<file path="src/design/tfd_pkg.sv">
// ---------------------------------------------------------------------------
// tfd_pkg: shared definitions for the telemetry frame decoder
// Frame layout constants, stream widths and the base-64 symbol decode.
// ---------------------------------------------------------------------------
package tfd_pkg;

    localparam int unsigned CHAR_W   = 8;
    localparam int unsigned POS_W    = 5;
    localparam int unsigned VALUE_W  = 10;
    localparam int unsigned FLAG_W   = 6;
    localparam int unsigned GROUPS   = 4;   // groups held in the value store
    localparam int unsigned GIDX_W   = 2;

    localparam int unsigned S_TDATA_W = 8;
    localparam int unsigned S_TUSER_W = 1;
    localparam int unsigned M_TDATA_W = 64;
    localparam int unsigned M_TUSER_W = 1;

    // frame positions
    localparam logic [POS_W-1:0] POS_FIRST  = 5'd0;
    localparam logic [POS_W-1:0] POS_GRP0   = 5'd2;
    localparam logic [POS_W-1:0] POS_GRP1   = 5'd5;
    localparam logic [POS_W-1:0] POS_GRP2   = 5'd8;
    localparam logic [POS_W-1:0] POS_GRP3   = 5'd11;
    localparam logic [POS_W-1:0] DIGIT_END  = 5'd15;
    localparam logic [POS_W-1:0] FRAME_LAST = 5'd16;

    localparam logic [CHAR_W-1:0] CH_ZERO  = 8'h30;  // '0'
    localparam logic [CHAR_W-1:0] CH_NINE  = 8'h39;  // '9'
    localparam logic [CHAR_W-1:0] CH_UC_A  = 8'h41;  // 'A'
    localparam logic [CHAR_W-1:0] CH_UC_Z  = 8'h5A;  // 'Z'
    localparam logic [CHAR_W-1:0] CH_LC_A  = 8'h61;  // 'a'
    localparam logic [CHAR_W-1:0] CH_LC_Z  = 8'h7A;  // 'z'
    localparam logic [CHAR_W-1:0] CH_PLUS  = 8'h2B;  // '+'
    localparam logic [CHAR_W-1:0] CH_SLASH = 8'h2F;  // '/'

    localparam logic [CHAR_W-1:0] OFS_UC    = 8'd65;
    localparam logic [CHAR_W-1:0] OFS_LC    = 8'd71;
    localparam logic [CHAR_W-1:0] OFS_DIGIT = 8'd4;
    localparam logic [CHAR_W-1:0] OFS_PLUS  = 8'd19;
    localparam logic [CHAR_W-1:0] OFS_SLASH = 8'd16;

    typedef struct packed {
        logic              ok;
        logic [FLAG_W-1:0] value;
    } b64_t;

    // base-64 symbol decode; invalid symbols give ok = 0 and value 0
    function automatic b64_t b64_decode(input logic [CHAR_W-1:0] c);
        b64_t        res;
        logic [CHAR_W-1:0] sum;
        res.ok = 1'b1;
        sum    = '0;
        if (c inside {[CH_UC_A:CH_UC_Z]}) begin
            sum = c - OFS_UC;
        end else if (c inside {[CH_LC_A:CH_LC_Z]}) begin
            sum = c - OFS_LC;
        end else if (c inside {[CH_ZERO:CH_NINE]}) begin
            sum = c + OFS_DIGIT;
        end else if (c == CH_PLUS) begin
            sum = c + OFS_PLUS;
        end else if (c == CH_SLASH) begin
            sum = c + OFS_SLASH;
        end else begin
            res.ok = 1'b0;
        end
        res.value = sum[FLAG_W-1:0];
        return res;
    endfunction

endpackage

</file>
<file path="src/design/telemetry_frame_decoder_top.sv">
// ---------------------------------------------------------------------------
// telemetry_frame_decoder_top: 17-character telemetry frame decoder
// Five 3-digit decimal groups and two base-64 flag symbols in, one decoded
// frame item out after the last character.
// ---------------------------------------------------------------------------
//  channel | handshake          | tdata                      | tuser
//  --------+--------------------+----------------------------+---------------
//  s_      | s_tvalid/s_tready  | [7:0] rx_char              | [0] frame_start
//  m_      | m_tvalid/m_tready  | 5x10b values, 2x6b flags   | [0] frame_valid
//
//  One character item per cycle while not stalled; the frame state registers are
//  updated on the accept edge and the result lands in the output register.
//  The result item appears in the cycle after character 16 is accepted.
//  Input is stalled only while a result sits in the output register and
//  m_tready is low. aresetn is synchronous, active low, and returns the
//  decoder to position 0 with an empty output register.
// ---------------------------------------------------------------------------
module telemetry_frame_decoder_top
    import tfd_pkg::*;
(
    input  logic                 aclk,
    input  logic                 aresetn,
    input  logic                 s_tvalid,
    output logic                 s_tready,
    input  logic [S_TDATA_W-1:0] s_tdata,   // [7:0] rx_char
    input  logic [S_TUSER_W-1:0] s_tuser,   // [0] frame_start
    output logic                 m_tvalid,
    input  logic                 m_tready,
    // [9:0] first_pressure, [19:10] second_pressure, [29:20] vehicle_mass,
    // [39:30] primary_igniter_current, [49:40] secondary_igniter_current,
    // [55:50] valve_current_flags, [61:56] limit_switch_flags, [63:62] zero
    output logic [M_TDATA_W-1:0] m_tdata,
    output logic [M_TUSER_W-1:0] m_tuser    // [0] frame_valid
);

    // frame state
    logic [POS_W-1:0]   pos_reg, pos_next;
    logic [VALUE_W-1:0] acc_reg, acc_next;
    logic [FLAG_W-1:0]  flag_reg, flag_next;
    logic               err_reg, err_next;
    logic [VALUE_W-1:0] vals_reg [GROUPS];   // no reset: written every frame

    // output register
    logic                 out_valid_reg, out_valid_next;
    logic [M_TDATA_W-1:0] out_data_reg, out_data_next;
    logic                 out_fv_reg, out_fv_next;

    logic               s_acc;
    logic [CHAR_W-1:0]  rx_char;
    logic               frame_start;
    logic               restart;
    logic [POS_W-1:0]   pos_eff;
    logic [VALUE_W-1:0] acc_eff;
    logic               err_eff;
    logic               is_digit;
    logic [VALUE_W-1:0] digit;
    logic [VALUE_W-1:0] acc_step;
    logic               grp_wr;
    logic [GIDX_W-1:0]  grp_idx;
    b64_t               sym;
    logic               emit;
    logic               fv;

    assign rx_char     = s_tdata[CHAR_W-1:0];
    assign frame_start = s_tuser[0];

    // output slot frees when empty or being drained this cycle
    assign s_tready = !out_valid_reg || m_tready;
    assign s_acc    = s_tvalid && s_tready;

    // frame start (or an impossible position) restarts at position 0
    assign restart = frame_start || (pos_reg > FRAME_LAST);
    assign pos_eff = restart ? POS_FIRST : pos_reg;
    assign acc_eff = restart ? '0 : acc_reg;
    assign err_eff = restart ? 1'b0 : err_reg;

    assign is_digit = rx_char inside {[CH_ZERO:CH_NINE]};
    assign digit    = VALUE_W'(rx_char - CH_ZERO);
    // acc * 10 + digit, kept to 10 bits
    assign acc_step = {acc_eff[VALUE_W-4:0], 3'b000} + {acc_eff[VALUE_W-2:0], 1'b0} + digit;

    assign sym = b64_decode(rx_char);

    // group completion points
    always_comb begin
        grp_wr  = 1'b0;
        grp_idx = '0;
        case (pos_eff)
            POS_GRP0: begin grp_wr = 1'b1; grp_idx = 2'd0; end
            POS_GRP1: begin grp_wr = 1'b1; grp_idx = 2'd1; end
            POS_GRP2: begin grp_wr = 1'b1; grp_idx = 2'd2; end
            POS_GRP3: begin grp_wr = 1'b1; grp_idx = 2'd3; end
            default:  begin grp_wr = 1'b0; grp_idx = '0;   end
        endcase
    end

    assign emit = (pos_eff == FRAME_LAST);
    assign fv   = sym.ok && !err_eff;

    always_comb begin
        pos_next  = pos_reg;
        acc_next  = acc_reg;
        flag_next = flag_reg;
        err_next  = err_reg;
        if (s_acc) begin
            if (pos_eff < DIGIT_END) begin
                acc_next = is_digit ? acc_step : acc_eff;
                err_next = err_eff || !is_digit;
                if (grp_wr) begin
                    acc_next = '0;
                end
                pos_next = pos_eff + 1'b1;
            end else if (pos_eff == DIGIT_END) begin
                acc_next  = acc_eff;
                flag_next = sym.value;
                err_next  = err_eff || !sym.ok;
                pos_next  = pos_eff + 1'b1;
            end else begin
                acc_next = '0;
                err_next = 1'b0;
                pos_next = POS_FIRST;
            end
        end
    end

    // result assembly; invalid frames show all-zero fields
    always_comb begin
        out_valid_next = out_valid_reg && !m_tready;
        out_data_next  = out_data_reg;
        out_fv_next    = out_fv_reg;
        if (s_acc && emit) begin
            out_valid_next = 1'b1;
            out_fv_next    = fv;
            if (fv) begin
                out_data_next = {2'b00, sym.value, flag_reg, acc_eff,
                                 vals_reg[3], vals_reg[2], vals_reg[1], vals_reg[0]};
            end else begin
                out_data_next = '0;
            end
        end
    end

    always_ff @(posedge aclk) begin
        if (!aresetn) begin
            pos_reg       <= POS_FIRST;
            acc_reg       <= '0;
            flag_reg      <= '0;
            err_reg       <= 1'b0;
            out_valid_reg <= 1'b0;
        end else begin
            pos_reg       <= pos_next;
            acc_reg       <= acc_next;
            flag_reg      <= flag_next;
            err_reg       <= err_next;
            out_valid_reg <= out_valid_next;
        end
    end

    always_ff @(posedge aclk) begin
        out_data_reg <= out_data_next;
        out_fv_reg   <= out_fv_next;
        if (s_acc && (pos_eff < DIGIT_END) && grp_wr) begin
            vals_reg[grp_idx] <= is_digit ? acc_step : acc_eff;
        end
    end

    assign m_tvalid   = out_valid_reg;
    assign m_tdata    = out_data_reg;
    assign m_tuser[0] = out_fv_reg;

`ifndef SYNTHESIS
    // the position never leaves the frame
    a_pos_range: assert property (@(posedge aclk) disable iff (!aresetn)
        pos_reg <= FRAME_LAST)
        else $error("frame position out of range");

    // accepting the last character always loads a result
    a_emit: assert property (@(posedge aclk) disable iff (!aresetn)
        (s_acc && emit) |=> (out_valid_reg && pos_reg == POS_FIRST))
        else $error("last character did not produce a result");

    // a result only appears after an accepted item
    a_rise: assert property (@(posedge aclk) disable iff (!aresetn)
        $rose(out_valid_reg) |-> $past(s_acc && emit))
        else $error("result without last character");

    // a failed frame shows no partial values
    a_zero: assert property (@(posedge aclk) disable iff (!aresetn)
        (out_valid_reg && !out_fv_reg) |-> (out_data_reg == '0))
        else $error("invalid frame carries data");
`endif

endmodule

</file>
<file path="config.mk">
export PLATFORM = sky130hd
export DESIGN_NAME = telemetry_frame_decoder_top
export DESIGN_NICKNAME = d
export VERILOG_FILES = /design/src/design/tfd_pkg.sv /design/src/design/telemetry_frame_decoder_top.sv
export SDC_FILE = /design/constraint.sdc
export NUM_CORES = 1
export LEC_CHECK = 0
export ABC_AREA = 1
export BUFFER_PORTS_ARGS = -buffer_cell sky130_fd_sc_hd__clkbuf_2
export CORE_AREA = 2 2 111 113
export CTS_CLUSTER_DIAMETER = 40
export DETAILED_ROUTE_END_ITERATION = 8
export DIE_AREA = 0 0 113 115
export HOLD_SLACK_MARGIN = 0.06
export PLACE_DENSITY = 0.79
export SETUP_SLACK_MARGIN = 0.5
export SYNTH_ARGS = -nofsm -noshare
export SYNTH_HDL_FRONTEND = slang
export SYNTH_SLANG_ARGS = --single-unit
</file>
<file path="constraint.sdc">
create_clock -name aclk -period 7.6 [get_ports aclk]
set_input_delay 0.76 -clock aclk [delete_from_list [all_inputs] [get_ports aclk]]
set_output_delay 0.76 -clock aclk [all_outputs]
set_load 0.03 [all_outputs]
</file>
======== After elaboration in Yosys (flattened, before gate mapping) ========
Memories as Yosys holds them, arrays and structs flattened. A register that Yosys moved wholly into a read port is not among the register bits.
Index checks and enable logic that the tools add are counted.
word-level totals
  flip-flop bits (word level) ............. 88
  bits in latches ......................... 0
  memory bits (writable) .................. 40
  bits in read-only memories .............. 0
  input port bits ......................... 13
  logic and storage cells ................. 85
  memories ................................ 1
cells by class
  $add $sub $neg .......................... 9
  $mul .................................... 0
  divide/modulo/power cells ............... 0
  magnitude comparators ................... 8
  equality and inequality tests ........... 8
  shift-type cells ........................ 0
  multiplexer cells ....................... 26
  bitwise logic cells ..................... 1
  reduce and logical (&&, ||, !) cells .... 24
memory list
  name      depth  width  rd ports  clocked after memory_dff  write ports  RTL line                           source
  vals_reg  4      10     4         4                         1            telemetry_frame_decoder_top.sv:41  logic [VALUE_W-1:0] vals_reg [GROUPS];
operator list
  cell                                                                                 number
  10-bit 2-to-1 mux                                                                    5
  6-bit 2-to-1 mux                                                                     5
  10-bit adder                                                                         2
  8-bit by 6-bit == test with 1-bit output, second input constant                      2
  8-bit by 7-bit greater-or-equal comparator with 1-bit output, second input constant  2
  8-bit by 7-bit less-or-equal comparator with 1-bit output, second input constant     2
  5-bit by 4-bit == test with 1-bit output, second input constant                      3
  5-bit 2-to-1 mux                                                                     3
  6-bit by 5-bit adder with 6-bit output, second input constant                        2
  1-bit 2-to-1 mux                                                                     12
  1-bit logical AND                                                                    9
  1-bit zero test                                                                      9
  8-bit by 6-bit subtractor with 9-bit output, second input constant                   1
  8-bit by 6-bit greater-or-equal comparator with 1-bit output, second input constant  1
  8-bit by 6-bit less-or-equal comparator with 1-bit output, second input constant     1
  6-bit by 3-bit adder with 6-bit output, second input constant                        1
  2-bit case mux with 3 select lines                                                   1
  6-bit by 1-bit subtractor with 6-bit output, second input constant                   1
  6-bit by 3-bit subtractor with 6-bit output, second input constant                   1
  5-bit by 1-bit adder with 5-bit output, second input constant                        1
  5-bit by 2-bit == test with 1-bit output, second input constant                      1
  5-bit by 3-bit == test with 1-bit output, second input constant                      1
  5-bit == test, second input constant                                                 1
  5-bit greater-than comparator, second input constant                                 1
  other kinds (5)                                                                      8

======== Logic depth before layout (Yosys ltp) ========
Gate-level depths: netlist of the first run.
  word-level depth ........................ 10
  depth in mapped cells ................... 22
  depth with buffers taken out ............ 22

======== Worst setup path before layout of the first run ========
OpenSTA, ideal clock, no wires.
  path type ............................... input to register
  from .................................... in m_tready
  to ...................................... reg out_data_reg[0], in the netlist m_tdata[0], read port of vals_reg, enable pin
  library setup time ...................... 486 ps
  arrival ................................. 4058 ps
  data required time ...................... 7114 ps
  setup slack ............................. 3057 ps
  stages .................................. 6
  buffers on the path ..................... 0
  cells stage by stage .................... inv_1 -> nand2_1 -> nand2_1 -> inv_1 -> nand2_1 -> nor2_1
between the ends
  word-level cells in the longest chain between the ends .. 3
RTL lines
  what                RTL line                            source
  start, declared     telemetry_frame_decoder_top.sv:28   input logic m_tready,
  1-bit logical OR    telemetry_frame_decoder_top.sv:68   assign s_tready = !out_valid_reg || m_tready;
  named net s_tready  telemetry_frame_decoder_top.sv:24   output logic s_tready,
  1-bit logical AND   telemetry_frame_decoder_top.sv:69   assign s_acc = s_tvalid && s_tready;
  1-bit logical AND   telemetry_frame_decoder_top.sv:131  if (s_acc && emit) begin
  end, declared       telemetry_frame_decoder_top.sv:45   logic [M_TDATA_W-1:0] out_data_reg, out_data_next;
The timed path passes the listed nets, and every way through them passes these cells.
A chain may end at the register's enable or synchronous reset.

======== Worst setup path in the final report of the first run ========
  from .................................... in s_tdata[2]
  to ...................................... reg out_data_reg[57], in the netlist m_tdata[57] (data pin)
between the ends
  word-level cells in the longest chain between the ends .. 7
RTL lines
  what                                                                                                  RTL line                            source
  start, declared                                                                                       telemetry_frame_decoder_top.sv:25   input logic [S_TDATA_W-1:0] s_tdata,
  branches (longest 5 deep; another with 8-bit by 6-bit greater-or-equal comparator with 1-bit output)  --
  1-bit 2-to-1 mux (*)                                                                                  tfd_pkg.sv:54                       if (c inside {[CH_UC_A:CH_UC_Z]}) begin
  1-bit logical AND (*)                                                                                 telemetry_frame_decoder_top.sv:98   assign fv = sym.ok && !err_eff;
  named net fv                                                                                          telemetry_frame_decoder_top.sv:62   logic fv;
  end signal, assigned                                                                                  telemetry_frame_decoder_top.sv:160  out_data_reg <= out_data_next;
Mark *: on every way through the listed nets, which the timed path passes.

==> results.yml, run 1 <==
synthesis:
  yosysTopAreaCell: "edfxtp_1"
  synth_cell_types: 41
  yosysTopAreaCellShare_pct: 48.7
  seq_area_frac_synth_pct: 55.9
  yosysWarnings: 0
  synthFlopType: "edfxtp_1"
  synthArstFlopShare_pct: 0
  syn_area_per_cell_um2: 9.47
  synth_edf_count: 103
  ys_seq_elements: 126
  synthCells: 671
  syn_area_mm2: 0.00636
  netlist_top_cells_area: "edfxtp_1 (49%), dfxtp_1 (7.2%), nand2_1 (6.1%), nor2_1 (6.0%), ha_1 (5.9%)"
global_routing:
  grt_max_degree: 65
  first_global_vias: 4687
  grt_overflow: 0
  antenna_found_initial: 0
  grt_pass1_wl_um: 22900
  track_usage_pct: 22.4
placement:
  numPortBuffers: 77
  globalplace.congestion: 0.961
  dp_slack_ns: 3.53
  dpl.hpwl_um: 9970
critical_path:
  cp_max_fo: 63
  regToRegSetupSlack_ns: 4.33
  crit_buf_inv: 5
  endpoint: "m_tdata[57]"
  cp.required_ns: 7.76
  cp_top_family: "simple AND/OR/NAND/NOR gates"
  cp.arrival_ns: 3.86
  startpoint_type: "primary input"
  r2r-start: "pos_reg[3]"
  crit_path_start: "s_tdata[2]"
  max_stage_delay_ns: 0.87
  r2r_cells: 15
  r2r-end: "acc_reg[7]"
  crit_path_cell_trace: "clkbuf_2, inv_1, ha_1, inv_1, o21ai_1, nand2_1, nand2_1, nand3_1, nand3b_1, nand2_2, inv_1, nand2_1, inv_1"
  slowest_stage: "nand2_2"
  end_kind: "register"
  crit_type: "primary input to register"
  cp.depth: 13
  cpMostUsedCell: "inv_1"
power_and_ir_drop:
  pwr-share-seq_pct: 44.0
  internal_power_uw: 1340
  total_power_uw: 1720
  peakVddDrop_uv: 155
  p_clk_share_pct: 47.6
  power.share.combinational_pct: 8.4
  p_per_area_mw_per_mm2: 232
  swShare_pct: 22.3
  power_switching_uw: 385
  cellLeakagePower_uw: 0.00330
route:
  route.vias.total: 4800
  drc: 8
  drt-total-wl_um: 14000
  drt_iter0_drc: 453
  drt_first_pass_iters: 7
  antenna_left: 0
  routed_via_density: 5.28
  wire_per_inst_um: 15.4
clock_tree:
  clock_sinks: 126
  post_cts_buffers: 0
  cts.path.max_buffers: 2
  cts_tree: "done"
  cts-htree-levels: 4
  cts_buffers: 17
  cts_resized: 0
  cts_root_buffer: "clkbuf_16"
  hold_buffers: 0
  insertion_delay_ns: 0.40
  path_clk_slew_ns: 0.05
cells_and_area:
  syn2layout_area_growth_pct: 17.0
  fill_cells: 927
  multi_input_area_mm2: 0.00229
  layout.nets: 794
  seqCellArea_mm2: 0.00355
  drive_above_1_share_pct: 16.9
  final_cell_mix: "nand2_1 (104), edfxtp_1 (103), nor2_1 (101)"
  largest_reg_flops: 62
  final_common_cell: "nand2_1"
  diodes: 0
  final_util_pct: 62.9
timing:
  min_period_over_period_pct: 48.6
  finalHoldViolCount: 0
  setup_ws_ns: 3.91
  clock_skew_ns: 0.00668
  tightest_slew_ns: 1.17
  max_freq_mhz: 271
  tns_ns: 0
  min_period_ns: 3.69
  final_max_slew_viol_count: 0
  whs_ns: 0.504
  rsz0062_at_grt: "false"
  setup_viol: 0
  maxSlewHeadroom_pct: 22.0
outcome:
  violations: "design-rule violations"
  status: "complete, but fails checks"
die:
  die-area_mm2: 0.0130
  core_area_mm2: 0.0118
  start_util_pct: 53.8
  die_x_um: 113
  ios: 80
  die_h_um: 115
  num_rows: 40
job:
  maxCapViolations: 0
min_path:
  hold_class: "register to register"
-- layout make-up --
class                      count  area share [%]
multi-input combinational    418            30.8
clock inverter                14            2.32
inverter                     107            5.47
sequential                   126            47.8
timing repair buffer          79            5.39
tap                          147            2.47
clock buffer                  18            5.77
-- how the worst min path moves through the flow --
stage	slack [ns]	from	cells after the start	to
finish	0.50	pos_reg[2]	2	pos_reg[2]
global placement	0.49	pos_reg[2]	2	pos_reg[2]
global route	0.53	pos_reg[2]	2	pos_reg[2]
CTS	0.50	pos_reg[2]	2	pos_reg[2]
detailed placement	0.49	pos_reg[2]	2	pos_reg[2]
floorplan	0.47	pos_reg[2]	2	pos_reg[2]
-- power by group through the flow --
| stage | combinational, uW | clock, uW | sequential (uW) |
|---|---|---|---|
| floorplan | 109 | 0 | 770 |
| global placement | 138 | 0 | 772 |
| detailed placement | 144 | 0 | 771 |
| CTS | 145 | 827 | 758 |
| global route | 164 | 858 | 758 |
| finish | 145 | 821 | 758 |
-- worst reg2reg max path, delay by kind of cell (launching register included) --
family,cells,cell delay (ns)
AO/OA/AOI/OAI,5,1.12
AND/OR/NAND/NOR,7,0.95
adder cells (fa/ha/maj),2,0.62
flip-flops,1,0.37
XOR/XNOR,1,0.15
-- Yosys cell counts, types with 5 or more instances --
master    count
nand2_2       5
nand4_1       9
ha_1         30
o21ai_1       9
edfxtp_1    103
nand3_1      34
buf_2        11
nand2_1     104
inv_1       100
a21oi_1      31
nor2_1      102
xor2_1       11
inv_2         6
dfxtp_1      23
xnor2_1       6
a31oi_1      10
clkbuf_1      5
o21ai_0      33
-- kinds of logic after synthesis --
family,Yosys count,synth area share (%)
AO/OA/AOI/OAI,97,8.48
XOR/XNOR,17,2.34
adder cells (fa/ha/maj),32,6.54
buffers and inverters,128,8.27
flip-flops,126,55.9
other,1,0.0590
AND/OR/NAND/NOR,270,18.4
-- per-layer routing --
metal  wire length (um)  track usage, %
met1               5750            28.0
met2               7090            39.1
met3                916            4.74
met4                231            7.64
met5                  0               0
-- through the flow --
stage	instances	instance area, um2
4_1_cts	909	7430
6_report	909	7430
5_1_grt	909	7430
2_1_floorplan	672	6360
3_5_place_dp	877	6830
3_3_place_gp	877	6830
No activity file was read; power rests on OpenSTA's default activity.
==> run 2: changes to the inputs <==
--- a/config.mk
+++ b/config.mk
@@ -7,12 +7,12 @@
 export LEC_CHECK = 0
 export ABC_AREA = 1
 export BUFFER_PORTS_ARGS = -buffer_cell sky130_fd_sc_hd__clkbuf_2
-export CORE_AREA = 2 2 111 113
+export CORE_AREA = 2 2 113 115
 export CTS_CLUSTER_DIAMETER = 40
 export DETAILED_ROUTE_END_ITERATION = 8
-export DIE_AREA = 0 0 113 115
+export DIE_AREA = 0 0 115 117
 export HOLD_SLACK_MARGIN = 0.06
-export PLACE_DENSITY = 0.79
+export PLACE_DENSITY = 0.8
 export SETUP_SLACK_MARGIN = 0.5
 export SYNTH_ARGS = -nofsm -noshare
 export SYNTH_HDL_FRONTEND = slang
==> constraint.sdc (replaced) <==
create_clock -name aclk -period 3.3 [get_ports aclk]
set_input_delay 0.33 -clock aclk [delete_from_list [all_inputs] [get_ports aclk]]
set_output_delay 0.33 -clock aclk [all_outputs]
set_load 0.03 [all_outputs]
==> run 2 against run 1 <==
  * Cell area is 8.5% higher
  * Register-to-register slack worse by 3.9 ns
  * Setup slack worse by 3.4 ns
  * The flow now finishes without violations
  * Clock skew is 0.0072 ns higher
  * Critical path type is now register to register
  * Cell count is 4.3% higher
==> results.yml, run 2 (synthesis results as in run 1) <==
timing:
  tightest_slew_ns: 0.618
  whs_ns: 0.282
  final_max_slew_viol_count: 0
  tns_ns: 0
  finalHoldViolCount: 0
  rsz0062_at_grt: "false"
  setup_viol: 0
  min_period_over_period_pct: 85.6
  max_freq_mhz: 354
  clock_skew_ns: 0.0139
  min_period_ns: 2.83
  maxSlewHeadroom_pct: 58.5
job:
  maxCapViolations: 0
power_and_ir_drop:
  pwr-share-seq_pct: 43.8
  power_switching_uw: 961
  p_clk_share_pct: 44.4
  swShare_pct: 24.1
  total_power_uw: 3990
  peakVddDrop_uv: 441
  cellLeakagePower_uw: 0.00352
  power.share.combinational_pct: 11.8
  internal_power_uw: 3030
  p_per_area_mw_per_mm2: 495
critical_path:
  slowest_stage: "dfxtp_4"
  end_kind: "register"
  startpoint_type: "register"
  crit_type: "register to register"
  cp.required_ns: 3.63
  cp.arrival_ns: 3.16
  regToRegSetupSlack_ns: 0.47
  cp_max_fo: 6
  r2r_cells: 17
  r2r-end: "acc_reg[5]"
  r2r-start: "pos_reg[1]"
  max_stage_delay_ns: 0.36
  crit_path_cell_trace: "nor2_4, nand2_2, nand2_4, nand2_8, nor2_4, buf_6, nor2_2, a21oi_2, ha_2, ha_4, a21oi_4, nand2_2, a21oi_1, o21ai_0, o21ai_2, nand2_1, a31oi_1"
global_routing:
  track_usage_pct: 22.1
  met2_usage_pct: 36.9
  busiest_layer: "met2"
  grt_max_degree: 42
  grt_overflow: 0
  use_met3_pct: 5.92
  antenna_found_initial: 0
  grt_pass1_wl_um: 22500
  first_global_vias: 4550
  grtUsageMet1_pct: 27.4
placement:
  dpl.hpwl_um: 9570
  numPortBuffers: 77
  globalplace.congestion: 0.932
  dpl-instance-area_mm2: 0.00693
route:
  drc: 0
  drt_first_pass_iters: 6
  route.vias.total: 5304
  routed_via_density: 5.59
  wire_per_inst_um: 17.3
  antenna_left: 0
  drt_iter0_drc: 645
  drt-total-wl_um: 16400
clock_tree:
  cts_root_buffer: "clkbuf_16"
  insertion_delay_ns: 0.42
  cts_tree: "done"
  cts.path.max_buffers: 2
  clock_sinks: 126
  path_clk_slew_ns: 0.07
  hold_buffers: 0
  cts-htree-levels: 4
  cts_buffers: 17
cells_and_area:
  diodes: 0
  largest_reg_flops: 62
  fill_cells: 871
  design_area_mm2: 0.00807
  final_cell_mix: "edfxtp_1 (103), inv_1 (93), nor2_1 (93), nand2_1 (93), clkbuf_2 (77)"
  drive_above_1_share_pct: 28.4
  layout.nets: 830
  final_common_cell: "edfxtp_1"
  syn2layout_area_growth_pct: 26.9
min_path:
  hold_class: "primary input to register"
  whs_endpoint: "m_tvalid"
  hold_path_startpoint: "m_tready"
  hold_path_depth: 4
die:
  die-area_mm2: 0.0135
  num_rows: 41
  die_x_um: 115
  die_h_um: 117
  ios: 80
  core_area_mm2: 0.0123
  start_util_pct: 51.6
outcome:
  status: "complete, no violations"
[run 2: changes by cell type in the layout (fill, tap and decap cells not counted), moves of 7 or more]
cell	before	now
buf_4	2	34
nor2_1	101	93
ha_1	30	20
nand2_2	5	12
inv_1	100	93
ha_4	0	8
nand2_1	104	93
[run 2: cell type report]
type | count | area (um2) | share of cell area (%)
Tap cell | 150 | 188 | 2.33
Sequential cell | 126 | 3570 | 44.2
Multi-Input combinational cell | 418 | 2630 | 32.6
Inverter | 107 | 422 | 5.23
Timing Repair Buffer | 115 | 703 | 8.72
Clock buffer | 24 | 462 | 5.72
Clock inverter | 8 | 91.3 | 1.13
[run 2: critical path, delay by kind of cell (launching register included)]
family	cells	cell delay, ns
and+or+nand+nor	8	0.75
DFF	1	0.36
adders and majority gates	2	0.56
AOI/OAI and AO/OA	6	0.93
buffers and inverters	1	0.12
[run 2: repair_timing]
item                       in CTS  in global routing
cloned                          0                  0
pin swaps                       4                 29
setup buffers                   4                 21
setup endpoints to repair      45                 76
resized for setup              24                 68
[run 2: per-layer routing]
layer / wire length [um] / share of wire, %
met1: 6400 / 39
met2: 7850 / 48
met3: 1440 / 8.8
met4: 695 / 4.2
met5: 0 / 0
[run 2: worst max-delay path by stage]
stage / startpoint / endpoint / slack, ns
finish: pos_reg[1] / acc_reg[5] / 0.47
global route: pos_reg[1] / acc_reg[1] / 0.40
CTS: pos_reg[3] / acc_reg[8] / 0.49
detailed placement: pos_reg[3] / acc_reg[8] / 0.08
floorplan: pos_reg[3] / acc_reg[8] / 0.62
global placement: pos_reg[3] / acc_reg[8] / 0.26
[run 2: power by group through the flow]
stage,sequential [uW],clock (uW),combinational (uW)
finish,1750,1770,473
detailed placement,1780,0,343
CTS,1740,1760,373
global route,1750,1840,510
floorplan,1770,0,252
global placement,1780,0,338
[run 2: stage by stage]
| step | setup slack (ns) | utilization [%] | instances |
|---|---|---|---|
| 2_1_floorplan | 0.624 | - | 672 |
| 4_1_cts | 0.486 | 61.7 | 927 |
| 3_5_place_dp | 0.0810 | 56.3 | 891 |
| 6_report | 0.474 | 65.5 | 948 |
| 5_1_grt | 0.396 | 65.5 | 948 |
| 3_3_place_gp | 0.261 | 56.3 | 891 |
==> run 3: changes to the inputs <==
==> constraint.sdc (replaced) <==
create_clock -name aclk -period 2.4 [get_ports aclk]
set_input_delay 0.24 -clock aclk [delete_from_list [all_inputs] [get_ports aclk]]
set_output_delay 0.24 -clock aclk [all_outputs]
set_load 0.03 [all_outputs]
==> run 3 against run 2 <==
  * The flow now finishes with violations (negative setup slack)
  * Non-clock buffer count rose by 104
  * Critical path depth is 2 lower
  * Cell area grew 20%
  * Combinational power grew 110%
  * Via count grew 15%
  * Routed wire length rose by 35%
  * Maximum frequency decreased by 1.9%
==> results.yml, run 3 (synthesis results as in run 1) <==
critical_path:
  cp.required_ns: 2.56
  end_kind: "register"
  cp_top_family: "simple AND/OR/NAND/NOR gates"
  cp.arrival_ns: 3.05
  startpoint_type: "register"
  crit_type: "register to register"
  cpMostUsedCell: "nand2_1"
  regToRegSetupSlack_ns: -0.48
  r2r-start: "pos_reg[0]"
  max_stage_delay_ns: 0.46
  r2r-end: "vals_reg[0][9]"
  crit_path_cell_trace: "nor2_1, nand2_1, nand2_2, nand2_4, inv_6, nand2_1, inv_2, fa_1, ha_4, a21o_1, nor2_1, nand2_1, nand3_1, nand3_2, and2_4"
  slowest_stage: "fa_1"
  cp_max_fo: 5
  crit_buf_inv: 2
  r2r_cells: 15
route:
  drc: 0
  routed_via_density: 5.79
  drt_first_pass_iters: 6
  antenna_left: 0
  drt-total-wl_um: 22200
  wire_per_inst_um: 21.0
  route.vias.total: 6112
  drt_iter0_drc: 917
cells_and_area:
  largest_reg_flops: 62
  final_common_cell: "edfxtp_1"
  fin_cells: 1055
  design_area_mm2: 0.00967
  final_cell_mix: "edfxtp_1 (103), buf_4 (93), inv_1 (84)"
  drive_above_1_share_pct: 44.2
  syn2layout_area_growth_pct: 52.2
  layout.nets: 937
  diodes: 0
timing:
  setup_ws_ns: -0.481
  min_period_ns: 2.88
  whs_ns: 0.183
  clock_skew_ns: 0.00708
  final_max_slew_viol_count: 0
  finalHoldViolCount: 0
  max_freq_mhz: 347
  rsz0062_at_grt: "true"
  setup_viol: 133
  min_period_over_period_pct: 120
die:
  num_rows: 41
  die-area_mm2: 0.0135
  start_util_pct: 51.6
  core_area_mm2: 0.0123
  die_x_um: 115
  die_h_um: 117
  ios: 80
global_routing:
  grt_max_degree: 46
  first_global_vias: 5732
  grt_overflow: 0
  grt_pass1_wl_um: 28800
  antenna_found_initial: 0
  track_usage_pct: 28.3
clock_tree:
  cts_tree: "done"
  cts-htree-levels: 4
  clock_sinks: 126
  cts_root_buffer: "clkbuf_16"
  insertion_delay_ns: 0.41
  cts_buffers: 17
  hold_buffers: 0
  cts.path.max_buffers: 2
  path_clk_slew_ns: 0.06
placement:
  placed_cells_incl_taps: 966
  globalplace.congestion: 0.913
  dpl.hpwl_um: 11400
  numPortBuffers: 77
  dpl-instance-area_mm2: 0.00765
power_and_ir_drop:
  total_power_uw: 5970
  p_per_area_mw_per_mm2: 618
  cellLeakagePower_uw: 0.00422
  peakVddDrop_uv: 648
outcome:
  violations: "negative setup slack"
  status: "complete, but fails checks"
job:
  maxCapViolations: 0
min_path:
  hold_class: "primary input to register"
  hold_path_startpoint: "m_tready"
  hold_path_depth: 4
  whs_endpoint: "m_tvalid"
-- run 3: cell types whose count changed in the layout (fill, tap and decap cells not counted), sizes merged --
cell	before	now
buf	38	136
clkinvlp	1	2
inv	106	107
nand2	110	111
bufbuf	0	2
nor2	105	107
clkinv	6	8
bufinv	2	3
clkbuf	101	100
-- run 3: power by group --
group / switching, uW / internal [uW]
logic: 548 / 440
registers: 13.0 / 2380
clock network: 972 / 1620
-- run 3: per-stage QoR --
step           setup slack, ns  util, %  setup TNS (ns)
6_report                -0.481     78.6          -32.02
5_1_grt                 -0.567     78.6          -40.26
4_1_cts                 -0.329     73.5          -13.87
3_5_place_dp            -0.477     62.2          -23.79
3_3_place_gp            -0.356     62.2          -15.91
2_1_floorplan          -0.0996        -           -5.39
-- run 3: worst max-delay path by stage --
stage	start	to	depth (start not counted)
global route	pos_reg[1]	vals_reg[1][9]	22
CTS	pos_reg[2]	vals_reg[3][9]	15
global placement	pos_reg[2]	acc_reg[7]	17
detailed placement	pos_reg[0]	acc_reg[7]	17
floorplan	pos_reg[3]	vals_reg[0][9]	15
finish	pos_reg[0]	vals_reg[0][9]	15
-- run 3: tightest hold or removal path, stage by stage --
cell,delay (ns)
clkbuf_2,0.08
inv_1,0.07
a21oi_1,0.07
nor2_1,0.09
-- run 3: layout make-up --
cell class              instances  area, um2
clock buffers                  19        433
flip-flops and latches        126       3560
repair buffers                219       1940
clock inverters                13        148
multi-input cells             421       2990
fillers                       675       2640
inverters                     107        419
well taps                     150        188
-- run 3: what timing repair did --
action	4_1_cts	5_1_grt
gates resized for setup	78	91
buffers inserted	28	14
cloned	7	8
endpoints found under the setup margin	157	224
hold endpoints to repair	0	0
pin swaps	23	41
-- run 3: per-layer routing --
metal	up-vias	share of wire (%)	GRT usage [%]
li1	2657	-	-
met1	2875	35	32.9
met2	471	50	49.3
met3	109	9.1	6.02
met4	0	5.3	15.3
met5	-	0	0
